## src/hdl/plane_index_mixed_radix_assert.svh

```systemverilog
// Assertion macros shared by the plane index converter.
`ifndef PLANE_INDEX_MIXED_RADIX_ASSERT_SVH
`define PLANE_INDEX_MIXED_RADIX_ASSERT_SVH

// Property that must hold at every clock edge once out of reset.
`define PIMR_ASSERT(label, prop, msg) \
  label: assert property (@(posedge clk) disable iff (!rst_n) (prop)) else $error(msg);

// Implication whose consequent is checked in the cycle after the antecedent.
`define PIMR_ASSERT_NEXT(label, ante, cons, msg) \
  label: assert property (@(posedge clk) disable iff (!rst_n) (ante) |=> (cons)) \
    else $error(msg);

`endif

```

## src/hdl/pimr_divstage.sv

```systemverilog
// One restoring division step per pipeline stage, with stall and valid.
module pimr_divstage #(
  parameter int NUM_W = 32,
  parameter int DEN_W = 16,
  parameter int SIDE_W = 8
) (
  input  logic              clk,
  input  logic              rst_n,
  input  logic              adv,
  input  logic              v_in,
  input  logic [NUM_W-1:0]  q_in,
  input  logic [DEN_W:0]    r_in,
  input  logic [DEN_W-1:0]  d_in,
  input  logic [SIDE_W-1:0] side_in,
  output logic              v_out,
  output logic [NUM_W-1:0]  q_out,
  output logic [DEN_W:0]    r_out,
  output logic [DEN_W-1:0]  d_out,
  output logic [SIDE_W-1:0] side_out
);
  logic              v_r;
  logic [NUM_W-1:0]  q_r, q_nxt;
  logic [DEN_W:0]    r_r, r_nxt;
  logic [DEN_W-1:0]  d_r;
  logic [SIDE_W-1:0] side_r;
  logic [DEN_W+1:0]  trial;
  logic [DEN_W+1:0]  diff;

  // Shift the next numerator bit in and subtract the divisor when it fits.
  always_comb begin
    trial = {r_in, q_in[NUM_W-1]};
    diff  = trial - {2'b00, d_in};
    if (!diff[DEN_W+1]) begin
      r_nxt = diff[DEN_W:0];
      q_nxt = {q_in[NUM_W-2:0], 1'b1};
    end else begin
      r_nxt = trial[DEN_W:0];
      q_nxt = {q_in[NUM_W-2:0], 1'b0};
    end
  end

  always_ff @(posedge clk) begin
    if (!rst_n) begin
      v_r <= 1'b0;
    end else if (adv) begin
      v_r <= v_in;
    end
  end

  always_ff @(posedge clk) begin
    if (adv) begin
      q_r    <= q_nxt;
      r_r    <= r_nxt;
      d_r    <= d_in;
      side_r <= side_in;
    end
  end

  assign v_out    = v_r;
  assign q_out    = q_r;
  assign r_out    = r_r;
  assign d_out    = d_r;
  assign side_out = side_r;
endmodule

```

## src/hdl/pimr_divider.sv

```systemverilog
// Pipelined unsigned divider, one quotient bit per stage.
module pimr_divider #(
  parameter int NUM_W = 32,
  parameter int DEN_W = 16,
  parameter int SIDE_W = 8
) (
  input  logic              clk,
  input  logic              rst_n,
  input  logic              adv,
  input  logic              v_in,
  input  logic [NUM_W-1:0]  num_in,
  input  logic [DEN_W-1:0]  den_in,
  input  logic [SIDE_W-1:0] side_in,
  output logic              v_out,
  output logic [NUM_W-1:0]  quo_out,
  output logic [DEN_W-1:0]  rem_out,
  output logic [SIDE_W-1:0] side_out
);
  logic              v_s [NUM_W+1];
  logic [NUM_W-1:0]  q_s [NUM_W+1];
  logic [DEN_W:0]    r_s [NUM_W+1];
  logic [DEN_W-1:0]  d_s [NUM_W+1];
  logic [SIDE_W-1:0] s_s [NUM_W+1];

  assign v_s[0] = v_in;
  assign q_s[0] = num_in;
  assign r_s[0] = '0;
  assign d_s[0] = den_in;
  assign s_s[0] = side_in;

  for (genvar g = 0; g < NUM_W; g++) begin : g_step
    pimr_divstage #(.NUM_W(NUM_W), .DEN_W(DEN_W), .SIDE_W(SIDE_W)) u_step (
      .clk(clk), .rst_n(rst_n), .adv(adv),
      .v_in(v_s[g]), .q_in(q_s[g]), .r_in(r_s[g]), .d_in(d_s[g]),
      .side_in(s_s[g]),
      .v_out(v_s[g+1]), .q_out(q_s[g+1]), .r_out(r_s[g+1]), .d_out(d_s[g+1]),
      .side_out(s_s[g+1])
    );
  end

  assign v_out    = v_s[NUM_W];
  assign quo_out  = q_s[NUM_W];
  assign rem_out  = r_s[NUM_W][DEN_W-1:0];
  assign side_out = s_s[NUM_W];
endmodule
```

## config.mk

```make
export PLATFORM = sky130hd
export DESIGN_NAME = pimr_divider
export DESIGN_NICKNAME = d
export VERILOG_FILES = /design/src/hdl/plane_index_mixed_radix_assert.svh /design/src/hdl/pimr_divstage.sv /design/src/hdl/pimr_divider.sv
export SDC_FILE = /design/constraint.sdc
export NUM_CORES = 2
export LEC_CHECK = 0
export BUFFER_PORTS_ARGS = -buffer_cell sky130_fd_sc_hd__buf_2
export CORE_MARGIN = 3
export CORE_UTILIZATION = 45
export DETAILED_ROUTE_END_ITERATION = 16
export SLEW_MARGIN = 20
export SYNTH_ARGS = -nofsm -noshare
export SYNTH_HDL_FRONTEND = slang
export SYNTH_HIERARCHICAL = 1
export SYNTH_SLANG_ARGS = --single-unit
```

## constraint.sdc

```tcl
create_clock -name clk -period 3.36 [get_ports clk]
set_clock_uncertainty 0.15 [all_clocks]
set_input_delay 0.336 -clock clk [delete_from_list [all_inputs] [get_ports clk]]
set_output_delay 0.336 -clock clk [all_outputs]
set_load 0.01 [all_outputs]
```

==> summary.txt <==
Status -> completed
Clock network power share -> 24.8%
First-pass GRT wire length -> 338,000 um
Yosys warns -> 6
CP arrival -> 3.65 ns
Worst setup SP type -> register
Crit path buf inv count -> 1
Slew Limit Fails -> 0
Lkg Pwr -> 46.4 nW
Worst setup path class -> reg -> reg
Mapped Area -> 107,000 um^2
P_int -> 0.0786 W
Final period utilization -> 95.1%
Req. time, crit path -> 3.82 ns
Peak VDD IR -> 0.000800 V
Drt pass-1 iters -> 6
WL final -> 213,000 um
Reg2Reg Depth -> 8
PwrDens -> 973 nW/um^2
CTS buffer count -> 281
Final nets -> 8,682
Crit-path slowest cell -> edfxtp_1
Initial antenna violation count -> 3
TritonCTS clock tree -> built
Dpl hpwl -> 150,000 um
Max stage delay on crit path -> 0.47 ns
Die X -> 494 um
Num Clock Sinks -> 2,351
GRT overflow -> 0
Seq pwr share -> 37.1%
Post-Syn Instances -> 7,614
Clock-pin slew on the worst setup and hold paths -> 0.06 ns
WL per Instance -> 18.6 um
Max-Cap Viols -> 0
Tightest Pin Transition -> 0.862 ns
Post-layout min period -> 3.19 ns
Worst min-delay path class -> in -> reg
Worst setup margin -> 0.166 ns
Critical Path Fanout Max -> 10
Avg Cell Area, Syn -> 14.1 um^2
Global-route usage over all layers -> 17.3%
Combinational Power Share -> 38.0%
Fin. Hold Viols -> 0
Largest net degree at the start of global routing -> 126
Vias in the first global route -> 60,500
Max Freq -> 0.313 GHz
Net Sw Frac -> 33.7%
Core Region -> 236,000 um^2
CP cell instances -> ha_1 -> a21oi_1 -> o211ai_1 -> a311o_1 -> nor3_4 -> xnor2_4 -> buf_4 -> mux2_2
Root buf cell -> clkbuf_16
Total number of vias -> 60,000
Clock Latency Late Sink -> 0.92 ns
Worst hold path depth -> 2
Port buffer count -> 116
DRC violation count after routing -> 0
WP depth -> 8
Routability cong. -> 0.881
H-tree depth -> 5
Total negative slack -> 0 ns
Num rows -> 178
Post-place setup slack -> 0.171 ns
Setup-failing EPs final -> 0
RSZ-0062 raised after global routing -> false
Psw -> 0.0400 W
Initial drt markers -> 4,128
Area Overhead vs Synth -> 13.7%
Effective utilization at floorplan -> 45.4%
Clock Path Buffers -> 4
Slew margin rel. -> 42.4%
IO Count -> 117
Die area -> 244,000 um^2
Die Y-Extent -> 494 um
Antenna viol nets, final -> 0
Fraction of layout instances using a drive strength above 1 -> 12.9%
CP endpoint kind -> register
Routed vias/inst -> 5.25
Tot Pwr -> 0.119 W
CP delay by family, top -> compound AO/OA/AOI/OAI gates
[power groups by stage]
stage	Sequential (W)	Clock [W]	Combinational, W
after global routing	0.0446	0.0317	0.0502
after CTS	0.0442	0.0306	0.0451
after floorplan	0.0429	0	0.0352
after global placement	0.0447	0	0.0445
after detailed placement	0.0447	0	0.0448
final	0.0440	0.0295	0.0451
[metal layers]
metal  vias to the layer above  part of all wire [%]  global-route usage [%]
met5                         -                     0                       0
met4                         0                   2.7                    5.25
met3                       405                   3.5                    2.39
met2                      1158                    49                    29.4
met1                     29200                    45                    23.2
li1                      29200                     -                       -
[what timing repair did]
action,in CTS,in global routing
endpoints found under the setup margin,0,5
setup buffers,0,1
endpoints found under the hold margin,282,0
hold buffers,103,0
resized for setup,0,2
[final cells by class]
| cell class | instances | area, um^2 |
|---|---|---|
| Fill cell | 20000 | 114000 |
| Sequential cell | 2351 | 70300 |
| Multi-Input combinational cell | 4465 | 33000 |
| Clock buffer | 321 | 7310 |
| Tap cell | 3150 | 3940 |
| Timing Repair Buffer | 391 | 3440 |
| Inverter | 588 | 2210 |
| Clock inverter | 162 | 1670 |
| Antenna cell | 1 | 2.50 |
[metrics by stage]
| stage | cell area [um^2] | hold slack, ns | util (%) | cells |
|---|---|---|---|---|
| finish | 122000 | 0.0627 | 51.6 | 11400 |
| global route | 122000 | 0.0310 | 51.6 | 11400 |
| CTS | 122000 | 0.000558 | 51.6 | 11400 |
| detailed placement | 112000 | 0.255 | 47.4 | 10800 |
| global placement | 112000 | 0.250 | 47.4 | 10800 |
| floorplan | 107000 | 0.250 | - | 7646 |
[flip-flops by register name, indices dropped and copies added (netlist names)]
name / flops
g_step.u_step/r_out: 543
g_step.u_step/v_out: 32
g_step.u_step/side_out: 256
g_step.u_step/d_out: 496
g_step.u_step/q_out: 1024
[path summary, 6_finish.rpt]
check	slack (ns)	to	start
worst max-delay path	0.17	g_step[15].u_step/r_out[9]$_DFFE_PP_	g_step[14].u_step/r_out[9]$_DFFE_PP_
worst min-delay path	0.06	g_step[0].u_step/q_out[21]$_DFFE_PP_	num_in[20]
worst max register to register	0.17	g_step[15].u_step/r_out[9]$_DFFE_PP_	g_step[14].u_step/r_out[9]$_DFFE_PP_
worst min register to register	0.22	g_step[8].u_step/q_out[6]$_DFFE_PP_	g_step[7].u_step/q_out[5]$_DFFE_PP_
[cell usage in the layout, fill, tap and decap left out, types with 78 or more instances in the layout]
cell              n
mux2_2          126
nor2_1          222
nand2b_1         81
buf_4           130
edfxtp_1       2319
nand3_1          87
clkbuf_16       287
nand2_1         667
dlygate4sd3_1   103
xor2_1          191
ha_1            512
a21oi_1         437
buf_2           115
o21ai_0         482
a21o_1          136
mux2_4           78
inv_1           585
nor2b_1         147
xnor2_1         263
Note: power is estimated with default switching activity, not from simulation.
